[src/rtl/assert_macros.svh]
// Shared assertion macros for the accumulator RTL.
`ifndef ASSERT_MACROS_SVH
`define ASSERT_MACROS_SVH

// Check that a condition implies a consequence in the same cycle.
`define ASSERT_IMPLY(label, clk, rst, a, b) \
  label: assert property (@(posedge clk) disable iff (rst) (a) |-> (b)) \
    else $error("assertion failed");

// Check that a condition implies a consequence in the next cycle.
`define ASSERT_NEXT(label, clk, rst, a, b) \
  label: assert property (@(posedge clk) disable iff (rst) (a) |=> (b)) \
    else $error("assertion failed");

`endif

[src/rtl/smha_pkg.sv]
// ----------------------------------------------------------------------------
// smha_pkg
// Shared constants and types for the sample accumulator.
// ----------------------------------------------------------------------------
package smha_pkg;
  localparam int NUM_SAMPLES = 1024;
  localparam int COUNT_BITS  = 24;
  localparam int IDX_W  = 10;
  localparam int PSUM_W = COUNT_BITS + 18;
  localparam int HSUM_W = COUNT_BITS + 16;
  localparam int ENTRY_W = PSUM_W + HSUM_W + 2 * COUNT_BITS;
  localparam int FRAC_W = 17;
  localparam int DIV_W  = PSUM_W + 17;
  localparam int CFG_AW = 4;

  localparam logic [CFG_AW-1:0] REG_THRESHOLD = 4'd0;
  localparam logic [CFG_AW-1:0] REG_FILT_EN   = 4'd4;
  localparam logic [CFG_AW-1:0] REG_FILT_CHR  = 4'd8;

  localparam logic OP_ACCUM = 1'b0;
  localparam logic OP_QUERY = 1'b1;

  typedef struct packed {
    logic [PSUM_W-1:0]     psum;
    logic [HSUM_W-1:0]     hsum;
    logic [COUNT_BITS-1:0] ccnt;
    logic [COUNT_BITS-1:0] hcnt;
  } entry_t;

  typedef struct packed {
    logic              start;
    logic [DIV_W-1:0]  num;
    logic [DIV_W-1:0]  den;
  } div_req_t;
endpackage

[src/rtl/smha_div.sv]
// ----------------------------------------------------------------------------
// smha_div
// Restoring divider giving a Q1.16 quotient saturated at 1.0, one bit a cycle.
// ----------------------------------------------------------------------------
module smha_div (
  input  logic                    clk,
  input  logic                    rst,
  input  smha_pkg::div_req_t      req,
  output logic                    done,
  output logic [smha_pkg::FRAC_W-1:0] quot
);
  import smha_pkg::*;

  logic [DIV_W-1:0] rem;
  logic [DIV_W-1:0] den;
  logic [FRAC_W-1:0] q;
  logic [4:0] cnt;
  logic busy;
  logic [DIV_W:0] trial;

  assign trial = {rem, 1'b0} - {1'b0, den};

  always_ff @(posedge clk) begin
    if (rst) begin
      busy <= 1'b0;
      done <= 1'b0;
    end else begin
      done <= 1'b0;
      if (req.start) begin
        if (req.num >= req.den) begin
          quot <= FRAC_W'(1 << 16);
          done <= 1'b1;
        end else begin
          rem  <= req.num;
          den  <= req.den;
          q    <= '0;
          cnt  <= 5'd16;
          busy <= 1'b1;
        end
      end else if (busy) begin
        if (!trial[DIV_W]) begin
          rem <= trial[DIV_W-1:0];
          q   <= {q[FRAC_W-2:0], 1'b1};
        end else begin
          rem <= {rem[DIV_W-2:0], 1'b0};
          q   <= {q[FRAC_W-2:0], 1'b0};
        end
        cnt <= cnt - 5'd1;
        if (cnt == 5'd1) begin
          busy <= 1'b0;
          done <= 1'b1;
          quot <= {q[FRAC_W-2:0], !trial[DIV_W]};
        end
      end
    end
  end
endmodule

[config.mk]
export PLATFORM = sky130hd
export DESIGN_NAME = smha_div
export DESIGN_NICKNAME = d
export VERILOG_FILES = /design/src/rtl/assert_macros.svh /design/src/rtl/smha_pkg.sv /design/src/rtl/smha_div.sv
export SDC_FILE = /design/constraint.sdc
export NUM_CORES = 1
export LEC_CHECK = 0
export ABC_AREA = 1
export BUFFER_PORTS_ARGS = -buffer_cell sky130_fd_sc_hd__buf_2
export CAP_MARGIN = 5
export CORE_MARGIN = 2
export CORE_UTILIZATION = 30
export DETAILED_ROUTE_END_ITERATION = 12
export PLACE_DENSITY = 0.47
export SLEW_MARGIN = 15
export SYNTH_ARGS = -nofsm -noshare
export SYNTH_HDL_FRONTEND = slang
export SYNTH_SLANG_ARGS = --single-unit
[constraint.sdc]
create_clock -name clk -period 15.9 [get_ports clk]
set_input_delay 3.18 -clock clk [delete_from_list [all_inputs] [get_ports clk]]
set_output_delay 3.18 -clock clk [all_outputs]
set_load 0.05 [all_outputs]
### Yosys cells after proc, flatten, opt, wreduce, memory -nomap -nowiden

Cells that the tools add are included.

| cells by class | value |
|---|---|
| add/sub/neg operators | 2 |
| multipliers | 0 |
| div/mod/pow operators | 0 |
| magnitude comparators | 1 |
| equal/unequal tests | 3 |
| shift operators | 0 |
| mux-type cells | 23 |
| bitwise operators | 2 |
| reductions and logical operators | 6 |

Operators with widths:

| kind | number |
|---|---|
| $mux 59 | 4 |
| $mux 17 | 4 |
| $sub 60x59->60 | 1 |
| $ge 59x59->1 | 1 |
| $mux 16 | 3 |
| $mux 5 | 3 |
| $mux 1 | 9 |
| $reduce_and 3->1 | 2 |
| $eq 5x1->1 const B | 1 |
| $sub 5x1->5 const B | 1 |
| $reduce_and 4->1 | 1 |
| $reduce_bool 2->1 | 2 |
| $ne 2x1->1 const B | 1 |
| $ne 2x2->1 const B | 1 |
| $not 1->1 | 2 |
| $logic_not 1->1 | 1 |

| word-level totals | value |
|---|---|
| bits in registers | 158 |
| bits in latches | 0 |
| bits in writable memories | 0 |
| ROM bits | 0 |
| input bits | 121 |
| logic and storage cells | 44 |
| memories | 0 |

### Longest topological paths before layout

| depth | value |
|---|---|
| depth after elaboration | 5 |
| gate-level depth with buffers | 18 |
| depth with buffers taken out | 17 |

### Worst setup path before layout

No wires, ideal clock.

| timing path | value |
|---|---|
| kind | input to register |
| from | input port req[40] (netlist bit) |
| to | register den[0] (enable) |
| setup time | 0.548 ns |
| data arrival time | 8.199 ns |
| data required time | 15.352 ns |
| slack | 7.153 ns |
| stages on the path | 13 |
| path buffers | 0 |
| cells stage by stage | inv_1 -> ha_1 -> nand2_1 -> inv_1 -> o21ai_0 -> nand2_1 -> nor2_1 -> nand2_1 -> nand2_1 -> nand3b_1 -> nor2_1 -> nand2_1 -> nor3_1 |

| between the ends | value |
|---|---|
| longest elaborated chain between the ends | 3 |

RTL lines:

| item | line | text |
|---|---|---|
| start, declared | smha_div.sv:8 | `input smha_pkg::div_req_t req,` |
| $ge 59x59->1 | smha_div.sv:30 | `if (req.num >= req.den) begin` |
| $not 1->1 (no source line) | n/a |  |
| $reduce_and 3->1 (no source line) | n/a |  |
| end signal, assigned | smha_div.sv:35 | `den <= req.den;` |
| end, declared | smha_div.sv:15 | `logic [DIV_W-1:0] den;` |

Every way passes these cells.
A chain may end at the register's enable or synchronous reset.

### Worst setup path in the final report

| timing path | value |
|---|---|
| from | input port req[8] (netlist bit) |
| to | register rem[31] (enable) |

| between the ends | value |
|---|---|
| longest elaborated chain between the ends | 3 |

RTL lines:

| item | line | text |
|---|---|---|
| $ge 59x59->1 | smha_div.sv:30 |  |
| $ne 2x2->1 (no source line) | n/a |  |
| $reduce_and 3->1 (no source line) | n/a |  |
| end signal, assigned | smha_div.sv:34 | `rem <= req.num;` |
| end signal, assigned | smha_div.sv:42 | `rem <= trial[DIV_W-1:0];` |
| end signal, assigned | smha_div.sv:45 | `rem <= {rem[DIV_W-2:0], 1'b0};` |
| end, declared | smha_div.sv:14 | `logic [DIV_W-1:0] rem;` |

Every way passes these cells.

==> impl_metrics.env <==
export IMPL_outcome="finished, final reports clean"
export IMPL_totalWireLength_mm=46.0
export IMPL_critPathKind="in -> reg"
export IMPL_overflow=0
export IMPL_synth_cell_types=42
export IMPL_cts_root_buf="clkbuf_16"
export IMPL_syn_avg_cell_area_sq_um=6.62
export IMPL_final_cells=2870
export IMPL_syn_area_sq_um=14000
export IMPL_clockBufferDepth=2
export IMPL_yosysWarnings=0
export IMPL_final_core_util=0.344
export IMPL_cp_max_fo=64
export IMPL_skew_ns=0.0201
export IMPL_dr_pass1_iters=5
export IMPL_htree_levels=4
export IMPL_post_route_period_util=0.383
export IMPL_numCtsBuffers=17
export IMPL_max_cap_violations=0
export IMPL_post_cts_resize_count=0
export IMPL_cts_clk_slew_worst_paths_ns=0.07
export IMPL_vdd_ir_drop_max_uv=78.6
export IMPL_busiest_layer="met2"
export IMPL_place_gp_congestion=0.878
export IMPL_fillers=5202
export IMPL_row_count=79
export IMPL_grt_max_degree=65
export IMPL_netlist_instances=2118
export IMPL_top_level_ports=139
export IMPL_grt_use_met3=0.0411
export IMPL_port_buffers=138
export IMPL_antenna_found_initial=0
export IMPL_met2_usage=0.320
export IMPL_dpl_cell_count=2837
export IMPL_postCtsSetupBuffers=0
export IMPL_setup_violations=0
export IMPL_critical_path_startpoint_type="input pin"
export IMPL_powerDensity_nw_per_um2=90.3
export IMPL_initialDrtViolationCount=620
export IMPL_grt_util_all_layers=0.198
export IMPL_period_minus_slack_ns=6.09
export IMPL_cts_tree="done"
export IMPL_maxClockFrequency_ghz=0.164
export IMPL_vias=12800
export IMPL_arrival_ns=6.20
export IMPL_post_route_drc_count=0
export IMPL_nets=2490
export IMPL_synth_edf_count=156
export IMPL_max_slew_margin=0.276
export IMPL_worstSetupEndpointType="register"
export IMPL_drive_gt1_frac=0.0946
export IMPL_start_util=0.303
export IMPL_coreArea_sq_um=46400
export IMPL_final_area_sq_um=15900
export IMPL_ys_ff_latch=158
export IMPL_hold_class="reg -> reg"
export IMPL_ys_seq_area_frac=0.337
export IMPL_cp_required_ns=16.01
export IMPL_holdBufCountCts=0
export IMPL_grt_use_met1=0.266
export IMPL_grt_pass1_wl_mm=72.2
export IMPL_avgViaCountPerCell=4.46
export IMPL_synth_flop_cell="edfxtp_1"
export IMPL_avgRoutedWirePerCell_um=16.0
export IMPL_dpl_cell_area_sq_um=15400
export IMPL_die_h_um=220
export IMPL_hpwl_mm=37.8
export IMPL_clock_latency_ns=0.50
export IMPL_cts_sinks=158
export IMPL_dieArea_sq_um=48500
export IMPL_grt_pass1_vias=12900
export IMPL_async_reset_ff_frac=0
export IMPL_syn_num_nets=2359
export IMPL_rsz0062_at_grt="no"
export IMPL_synthToLayoutAreaGrowth_pct=13.5
export IMPL_worst_slew_pin_slew_ns=1.08
export IMPL_setup_tns_ns=0
export IMPL_die_w_um=220
export IMPL_ant_nets=0
export IMPL_p_leak_nw=8.83
export IMPL_final_max_slew_violation_count=0
export IMPL_finalHoldViolCount=0
## area by class of cell
cell class / count / area [sq um] / area share
multi-input combinational: 1430 / 7270 / 0.457
clock inverter: 14 / 140 / 0.00880
sequential: 158 / 4720 / 0.297
timing repair buffer: 142 / 721 / 0.0452
inverter: 500 / 1880 / 0.118
antenna: 1 / 2.50 / 0.000157
clock buffer: 18 / 429 / 0.0269
tap: 607 / 759 / 0.0477
## critical path, cell delays in order
cell      delay (ns)
buf_2           0.08
inv_1           0.04
ha_1            0.30
a21oi_1         0.13
nor2_1          0.06
a211oi_1        0.35
o211ai_1        0.23
nand2_1         0.10
nand2_1         0.07
nand2_1         0.06
nand2_1         0.18
a21oi_4         0.54
buf_4           0.81
## per-stage QoR
stage / setup slack (ns) / hold WS, ns / total power, mW
floorplan: 7.15 / 0.435 / 0.879
global placement: 9.17 / 0.444 / 1.03
CTS: 9.66 / 0.471 / 1.46
global route: 9.40 / 0.499 / 1.55
finish: 9.81 / 0.476 / 1.44
detailed placement: 9.14 / 0.461 / 1.03
## power breakdown
| group | switching (mW) | internal (mW) | total, mW |
|---|---|---|---|
| Sequential | 0.0131 | 0.500 | 0.513 |
| Clock | 0.214 | 0.209 | 0.423 |
| Combinational | 0.340 | 0.162 | 0.502 |
## sequential cells by signal, indices dropped and copies added, names as in the netlist
register,cells
busy,1
cnt,5
quot,17
q,16
done,1
den,59
rem,59
## cell usage after synthesis (all sizes together), types with 3 or more instances
cell	n	area (sq um)
nand4	27	169
o21ai	13	65.1
nand3	180	918
ha	119	1490
xnor2	25	219
inv	499	1870
o21a	3	22.5
nand3b	17	128
or2	5	31.3
edfxtp	156	4680
a21oi	61	317
buf	15	111
nand2	807	3100
and2	6	38.8
nor3	20	105
o21bai	3	22.5
clkbuf	15	56.3
nor2	133	534
nor4	3	33.8
## layer usage
| layer | part of all wire | wire length [um] | up-vias |
|---|---|---|---|
| li1 | - | - | 6784 |
| met1 | 0.49 | 22600 | 5760 |
| met2 | 0.45 | 20600 | 208 |
| met3 | 0.041 | 1890 | 41 |
| met4 | 0.019 | 887 | 0 |
| met5 | 0 | 0 | - |
## final timing paths
check             cells after the start  startpoint       to  slack (ns)
setup / recovery                     13      req[8]  rem[31]        9.81
hold / removal                        2        busy     busy        0.48
setup reg to reg                     15     rem[37]   rem[1]       12.52
hold reg to reg                       2        busy     busy        0.48
## layout by cell type (no fill, tap or decap), types with 2 or more instances in the layout
master,count
nand2_1,792
inv_1,495
nand3_1,178
edfxtp_1,156
buf_2,138
nor2_1,123
ha_1,119
a21oi_1,59
nand4_1,27
xnor2_1,25
nor3_1,18
nand3b_1,17
clkbuf_16,17
o21ai_0,13
nand2_2,9
nor2_2,8
nand2_4,6
inv_8,6
and2_1,5
inv_6,5
inv_2,4
or2_2,4
buf_4,4
o21bai_1,3
o21a_1,3
nor2_4,2
nor3_2,2
a21oi_4,2
nor4_1,2
and3_1,2
dfxtp_1,2
## cells by family after synthesis
kind of cell	after synthesis	share of synthesized area
buf+inv	530	0.146
simple gates	1200	0.361
fa+ha+maj	120	0.108
compound gates	85	0.0330
xor+xnor	25	0.0156
flops	158	0.337
Power figures use the tool's default switching activity.
