===== src/rtl/assert_macros.svh =====
// Shared assertion macros for the accumulator RTL.
`ifndef ASSERT_MACROS_SVH
`define ASSERT_MACROS_SVH

// Check that a condition implies a consequence in the same cycle.
`define ASSERT_IMPLY(label, clk, rst, a, b) \
  label: assert property (@(posedge clk) disable iff (rst) (a) |-> (b)) \
    else $error("assertion failed");

// Check that a condition implies a consequence in the next cycle.
`define ASSERT_NEXT(label, clk, rst, a, b) \
  label: assert property (@(posedge clk) disable iff (rst) (a) |=> (b)) \
    else $error("assertion failed");

`endif


===== src/rtl/smha_ram.sv =====
// ----------------------------------------------------------------------------
// smha_ram
// Generic single-port-write, single-read RAM with registered read.
// ----------------------------------------------------------------------------
module smha_ram #(
  parameter int WIDTH = 8,
  parameter int DEPTH = 16
) (
  input  logic                     clk,
  input  logic                     we,
  input  logic [$clog2(DEPTH)-1:0] waddr,
  input  logic [WIDTH-1:0]         wdata,
  input  logic [$clog2(DEPTH)-1:0] raddr,
  output logic [WIDTH-1:0]         rdata
);
  logic [WIDTH-1:0] mem [DEPTH];

  always_ff @(posedge clk) begin
    if (we) begin
      mem[waddr] <= wdata;
    end
    rdata <= mem[raddr];
  end
endmodule


===== config.mk =====
export PLATFORM = sky130hd
export DESIGN_NAME = smha_ram
export DESIGN_NICKNAME = d
export VERILOG_FILES = /design/src/rtl/assert_macros.svh /design/src/rtl/smha_ram.sv
export SDC_FILE = /design/constraint.sdc
export NUM_CORES = 1
export LEC_CHECK = 0
export BUFFER_PORTS_ARGS = -buffer_cell sky130_fd_sc_hd__clkbuf_2
export CORE_AREA = 5 5 116 118
export DETAILED_ROUTE_END_ITERATION = 6
export DIE_AREA = 0 0 121 123
export GPL_ROUTABILITY_DRIVEN = 0
export PLACE_DENSITY = 0.66
export SLEW_MARGIN = 20
export SYNTH_ARGS = -nofsm -noshare
export SYNTH_HDL_FRONTEND = slang
export SYNTH_SLANG_ARGS = --single-unit

===== constraint.sdc =====
create_clock -name clk -period 1.8 [get_ports clk]
set_input_delay 0.18 -clock clk [delete_from_list [all_inputs] [get_ports clk]]
set_output_delay 0.18 -clock clk [all_outputs]
set_load 0.005 [all_outputs]

Yosys cells after proc, flatten, opt, wreduce, memory -nomap -nowiden:

Memories as Yosys holds them, arrays and structs flattened. A register that Yosys moved wholly into a read port is not among the register bits.
Cells that the tools add are included.

* word-level logic and storage cells: 3
* output and inout bits: 8
* register bits after elaboration: 0
* latch bits: 0
* memory bits (writable): 128
* input bits: 18
* bits in read-only memories: 0
* memories kept: 1

Memory list
* mem: words 16, bits a word 8, rd ports 1, clocked after memory_dff 1, wr ports 1, RTL line smha_ram.sv:16 `logic [WIDTH-1:0] mem [DEPTH];`

* eq/ne operators: 0
* multipliers: 0
* div/mod/pow operators: 0
* mux-type cells: 2
* shift operators: 0
* add/subtract/negate cells: 0
* bitwise gates (word level): 0
* $lt $le $gt $ge: 0
* reduce and logical (&&, ||, !) cells: 0

Operators by type and width (count)
* two-way mux 1 bit: 2

Logic depth before layout (Yosys ltp):

Gate-level depths: netlist (run 1).

* word-level depth: 2
* mapped depth: 5
* depth with buffers taken out: 3

Least setup slack after synthesis (run 1):

Ideal clock, no wire load.

* path kind: input port to flip-flop
* start point: input port waddr[2]
* end point: memory mem[0][0] (enable)
* arrival: 1.290 ns
* path buffers: 0
* stages: 2
* required time: 1.417 ns
* setup time: 0.383 ns
* setup slack: 0.127 ns
* cells stage by stage: or3b_2 nor3_1

RTL lines
* start, declared: RTL line smha_ram.sv:11 `input logic [$clog2(DEPTH)-1:0] waddr,`
* end, declared: RTL line smha_ram.sv:16

Straight into the memory's write port.

==> metrics.md, run 1 <==
| Metric | Value |
|---|---|
| Final setup fails | 0 |
| Leakage | 2.10 nW |
| Internal power | around 5.8 mW |
| Antenna cells | 0 |
| Min-Delay Path Class | in2reg |
| Unrepaired setup endpoints after global routing | no |
| Hold buffer count at cts | 0 |
| Drt first pass iters | 6 |
| Mapped Cells | approximately 230 |
| Seq/Total Area, Yosys | 77.8% |
| Final WL | between 9 and 10 mm |
| Finished Core Util | between 40% and 50% |
| Switching pwr | between 1 and 1.5 mW |
| Setup TNS | 0 ns |
| Reg2reg path depth | 3 |
| First-pass GRT wire length | 15.4 mm |
| Die Span Y | roughly 120 um |
| Detail Route Antenna Nets | 0 |
| Row Count | 41 |
| Vias/cell | just over 5 |
| Hold_sp | wdata[1] |
| Total congestion overflow | 0 |
| Non-Filler Instances | 469 |
| Worst-Margin Slew | 0.417 ns |
| CP Capture Type | flop |
| CTS tree | done |
| Post-synth cell types | 19 |
| Share of cells above drive strength 1 | 31.6% |
| Final hold slack | 0.201 ns |
| Setup Buffers After CTS | 0 |
| Vias in the first global route | 2592 |
| Worst path arrival time | 1.65 ns |
| Crit path kind | reg2reg |
| Worst reg2reg startpoint | mem[0][2] |
| Register Area | 0.00400 mm2 |
| Critical Path RT | 2.09 ns |
| Worst Hold Depth | 1 |
| Cell area after synthesis | 0.00515 mm2 |
| Fin Clk Skew | between 0.005 and 0.006 ns |
| Core area | 0.0124 mm2 |
| Drt wl/cell | 21.0 um |
| Clk_lat worst skew | about 0.4 ns |
| Die footprint | 0.0149 mm2 |
| Syn_nets | 247 |
| Yosys reg bits | ~140 |
| Syn avg cell area | between 20 and 25 um2 |
| Synth warn | 0 |
| Vias | approximately 2400 |
| Post-CTS sizing | 0 |
| I/O pins | 26 |
| Max-slew violation count | 0 |
| Root buf cell | clkbuf_16 |
| Initial antenna violation count | 0 |
| Num CTS Buffers | 17 |
| Pin count of the biggest net entering global routing | 33 |
| Pwr dens | approximately 1200 mW/mm2 |
| Initial DRC count | 232 |
| Crit Path Max Fanout | 1 |
| DP Area | 0.00558 mm2 |
| Tcrit/Tclk final | between 70% and 80% |
| Max-cap violation count | 0 |
| Initial Util | 41.6% |
| Worst setup SP type | flop |
| Clock-pin slew on the worst setup and hold paths | 0.05 ns |
| Clock Tree Buf Depth | 2 |
| Status | finished clean |
| # clock sinks | 136 |
| Dpl cells | 437 |
| CTS HTree Levels | 4 |
| Residual DRC | 0 |
| Seq pwr share | 50.0% |
| Final Hold Fails | 0 |
| Die X | around 120 um |
| Gr usage total | between 10% and 20% |
| IO buf count | 25 |
| Tmin final | 1.36 ns |
| Logic pwr share | under 10% |
| Highest clock rate | 733 MHz |
| Area Growth Syn to Fin | 19.6% |
| Fin nets | 302 |
| Multi-input logic area | 0.00106 mm2 |
| Worst vdd ir | ~0.00059 V |
| Detailed Place HPWL | 6.26 mm |
| Fin area | just over 0.006 mm2 |
| Rel. slew slack | 72.2% |
| Clock power frac | a little under half |
| Fillcell total | 1004 |
| Switching share of total power | 19.2% |
| Origin of the worst setup path | mem[0][2] |
## kinds of logic after synthesis
| kind of cell | share of synthesized area (%) |
|---|---|
| DFF | 77.8 |
| muxes | 15.0 |
| AOI/OAI and AO/OA | 2.33 |
| and+or+nand+nor | 3.18 |
| buffers and inverters | 1.68 |
## cells in the final DEF (no fill, tap or decap)
cell,synthesis,layout
a22oi_1,16,16
and2_1,1,1
and2b_1,1,1
buf_12,0,2
buf_4,1,19
bufinv_16,0,1
clkbuf_1,0,2
clkbuf_16,0,17
clkbuf_2,0,25
clkbuf_8,0,5
clkinv_1,0,1
clkinv_2,0,4
clkinvlp_4,0,2
dfxtp_1,8,8
edfxtp_1,128,128
mux4_1,14,14
mux4_2,18,18
nand2_1,9,9
nand2b_1,2,2
nand3_1,1,1
nand3b_1,2,2
nor2_1,13,13
nor2b_1,1,1
nor3_1,4,4
or3b_2,1,1
## per-layer routing
metal	GRT usage [%]	vias to the layer above	routed length, um
met5	0	-	0
met4	6.37	0	97
met3	3.48	6	343
met2	24.8	65	5190
met1	18.0	1254	4190
li1	-	1080	-
## sequential cells by signal, summed over array words and instances, names as in the netlist
signal,cells
rdata,8
mem,128
## cell type report
class,count,share of cell area (%)
clock buffers,24,8.15
clock inverters,8,1.12
multi-input cells,83,17.2
flip-flops and latches,136,65.1
well taps,172,3.50
repair buffers,46,5.00
## final timing paths
kind                    end  slack [ns]
hold reg to reg    rdata[6]        0.67
setup / recovery   rdata[2]        0.44
setup reg to reg   rdata[2]        0.44
hold / removal    mem[5][1]        0.20
## cell usage after synthesis (all sizes together)
master | count | area share [%]
edfxtp | 128 | 75
mux4 | 32 | 15
a22oi | 16 | 2.3
nor2 | 13 | 0.95
nand2 | 9 | 0.66
dfxtp | 8 | 3.1
buf | 7 | 1.1
nor3 | 4 | 0.39
clkdlybuf4s25 | 3 | 0.58
nand2b | 2 | 0.24
nand3b | 2 | 0.29
and2 | 1 | 0.12
and2b | 1 | 0.15
nand3 | 1 | 0.097
nor2b | 1 | 0.12
or3b | 1 | 0.17
## metrics by stage
| stage | worst slack, ns | power [mW] |
|---|---|---|
| after detailed placement | 0.177 | 3.96 |
| after global routing | 0.367 | 7.37 |
| after CTS | 0.438 | 7.20 |
| final | 0.436 | 7.13 |
| after global placement | 0.168 | 3.95 |
| after floorplan | 0.127 | 3.80 |
## power groups by stage
| stage | clock network (mW) | logic [mW] | registers, mW |
|---|---|---|---|
| after floorplan | 0 | 0.180 | 3.62 |
| after global placement | 0 | 0.321 | 3.63 |
| after detailed placement | 0 | 0.332 | 3.63 |
| after CTS | 3.30 | 0.332 | 3.56 |
| after global routing | 3.44 | 0.356 | 3.57 |
| final | 3.24 | 0.325 | 3.56 |
## critical path, stage by stage (launching register included)
cell	delay [ns]
edfxtp_1	0.36
mux4_1	0.50
a22oi_1	0.31
nand2_1	0.08
No activity file was read; power rests on OpenSTA's default activity.
==> inputs of run 2 (changes only) <==
- clock period: 1.8 -> 1.3 ns (I/O delays scaled with it)
==> run 2 against run 1 <==
Cell count increased by 1.9%. Wire length increased by 1.3%. Global-route usage decreased by 0.097 points.
==> metrics.md, run 2 (synthesis results as in run 1) <==
| Metric | Value |
|---|---|
| Status | finished clean |
| Area Growth Syn to Fin | 22.9% |
| CTS tree | done |
| Die Span Y | 123 um (unchanged) |
| Unrepaired setup endpoints after global routing | yes |
| Largest regs | mem (128), rdata (8) |
| Switching share of total power | 18.2% (-0.99 points) |
| Clk_lat worst skew | 0.40 ns (about the same) |
| Initial Util | 41.6% (unchanged) |
| Fin Clk Skew | 0.00973 ns (+0.00373 ns) |
| Tot Pwr | 10.6 mW (+49%) |
| Vias | 2458 (+2.2%) |
| Critical Path RT | 1.59 ns (-0.50 ns) |
| Row Count | 41 (unchanged) |
| Pwr dens | 1680 mW/mm2 (+45%) |
| Tmin final | 1.28 ns (-0.0893 ns) |
| Max incr delay on CP | 0.48 ns (-0.02 ns) |
| Critical path, cell by cell | mux4_2 > a22oi_2 > nand2_1 |
| Clock power frac | 48.8% (+3.4 points) |
| Initial antenna violation count | 0 (unchanged) |
| CP Capture Type | flop |
| Core area | 0.0124 mm2 (unchanged) |
| Setup WS post-layout | 0.0248 ns (-0.411 ns) |
| Setup Buffers After CTS | 0 (unchanged) |
| Clock Tree Buf Depth | 2 (unchanged) |
| Final hold slack | 0.151 ns (-0.0492 ns) |
| Final WL | 9.95 mm (+1.3%) |
| Rel. slew slack | 34.2% (-38 points) |
| Min-Delay Path Class | in2reg |
| Gr usage total | 14.5% (-0.097 points) |
| Worst setup SP type | flop |
| Most flops, register | mem |
| Switching pwr | 1.94 mW (+41%) |
| Final setup fails | 0 (unchanged) |
| Drt wl/cell | 20.8 um (-0.60%) |
| Detail Route Antenna Nets | 0 (unchanged) |
| Crit-path slowest cell | mux4_2 |
| Pre-CTS setup slack | -0.286 ns (-0.462 ns) |
| Num CTS Buffers | 17 (unchanged) |
| Tcrit/Tclk final | 98.1% (+22 points) |
| Internal power | 8.68 mW (+51%) |
| CTS HTree Levels | 4 (unchanged) |
| Highest clock rate | 784 MHz (+7.0%) |
| Final Hold Fails | 0 (unchanged) |
| Vias/cell | 5.14 (+0.28%) |
| Crit path kind | reg2reg |
| First-pass GRT wire length | 15.3 mm (-0.85%) |
| Commonest non-fill, non-tap cell in the layout | edfxtp_1 |
| Seq pwr share | 46.5% (-3.5 points) |
| Logic pwr share | 4.6% (about the same) |
| Vias in the first global route | 2650 (+2.2%) |
| Max FFs per register | 128 (unchanged) |
| Most frequent cells in the layout | edfxtp_1, mux4_2, buf_4, clkbuf_2, clkbuf_16 |
| Worst path arrival time | 1.57 ns (-0.08 ns) |
| Die footprint | 0.0149 mm2 (unchanged) |
| Share of cells above drive strength 1 | 40.8% (+9.2 points) |
| Crit Path Max Fanout | 1 (unchanged) |
| # clock sinks | 136 (unchanged) |
| Clock-pin slew on the worst setup and hold paths | 0.05 ns (about the same) |
| Worst-Margin Slew | 0.985 ns (+0.568 ns) |
| Total congestion overflow | 0 (unchanged) |
| Antenna cells | 0 (unchanged) |
| Detailed Place HPWL | 6.49 mm (+3.7%) |
| Max-cap violation count | 0 (unchanged) |
| Residual DRC | 0 (unchanged) |
| Drt first pass iters | 4 (-2) |
| Fin nets | 311 (+3.0%) |
| IO buf count | 25 (unchanged) |
| Pin count of the biggest net entering global routing | 24 (-27%) |
| Setup TNS | 0 ns (unchanged) |
| Initial DRC count | 311 (+34%) |
| I/O pins | 26 (unchanged) |
| Root buf cell | clkbuf_16 |
| Leakage | 2.14 nW (+2.2%) |
| Worst vdd ir | 0.000836 V (+41%) |
| Die X | 121 um (unchanged) |
| Max-slew violation count | 0 (unchanged) |
==> run 2: changes by cell type in the layout (fill, tap and decap cells not counted), moves of 2 or more <==
cell | previous run | this run
a22oi_1 | 16 | 6
a22oi_2 | 0 | 10
buf_4 | 19 | 28
bufinv_16 | 1 | 5
clkbuf_1 | 2 | 4
clkbuf_8 | 5 | 3
clkinv_2 | 4 | 2
mux4_1 | 14 | 4
mux4_2 | 18 | 28
nor3_1 | 4 | 1
nor3_2 | 0 | 3
==> run 2: through the flow <==
| step | util [%] | cells | cell area (um2) |
|---|---|---|---|
| floorplan | - | 229 | 5160 |
| global placement | 45.8 | 446 | 5670 |
| detailed placement | 45.8 | 446 | 5670 |
| CTS | 51.2 | 478 | 6330 |
| global route | 51.2 | 478 | 6330 |
| finish | 51.2 | 478 | 6330 |
==> run 2: final timing paths <==
| path | from | to | slack (ns) | cells past startpoint |
|---|---|---|---|---|
| worst max-delay path | mem[8][1] | rdata[1] | 0.02 | 3 |
| worst min-delay path | wdata[7] | mem[6][7] | 0.15 | 1 |
| worst max register to register | mem[8][1] | rdata[1] | 0.02 | 3 |
| worst min register to register | mem[15][3] | rdata[3] | 0.68 | 3 |
==> run 2: power by group through the flow <==
stage | sequential, mW | combinational, mW | clock, mW
2_1_floorplan | 5.02 | 0.250 | 0
3_3_place_gp | 5.02 | 0.458 | 0
3_5_place_dp | 5.03 | 0.470 | 0
4_1_cts | 4.94 | 0.479 | 5.25
5_1_grt | 4.95 | 0.541 | 5.46
6_report | 4.94 | 0.494 | 5.19
==> run 2: worst max-delay path, delay by kind of cell (launching register included) <==
family	cells	cell delay (ns)
flops	1	0.37
mux	1	0.48
compound gates	1	0.24
simple gates	1	0.08
==> run 2: layout make-up <==
type	instances	area, um2
flip-flops and latches	136	4000
clock inverters	8	168
fillers	953	6030
multi-input cells	83	1080
clock buffers	24	482
repair buffers	55	375
well taps	172	215
==> run 2: routing by layer <==
| metal | up-vias | GRT usage [%] | wire (um) |
|---|---|---|---|
| li1 | 1091 | - | - |
| met1 | 1280 | 18.5 | 4140 |
| met2 | 75 | 23.7 | 5080 |
| met3 | 12 | 4.07 | 600 |
| met4 | 0 | 5.81 | 133 |
| met5 | - | 0 | 0 |
==> run 2: timing repair <==
action,4_1_cts,5_1_grt
hold buffers,0,0
pin swaps,2,5
setup endpoints to repair,3,7
resized for setup,4,16
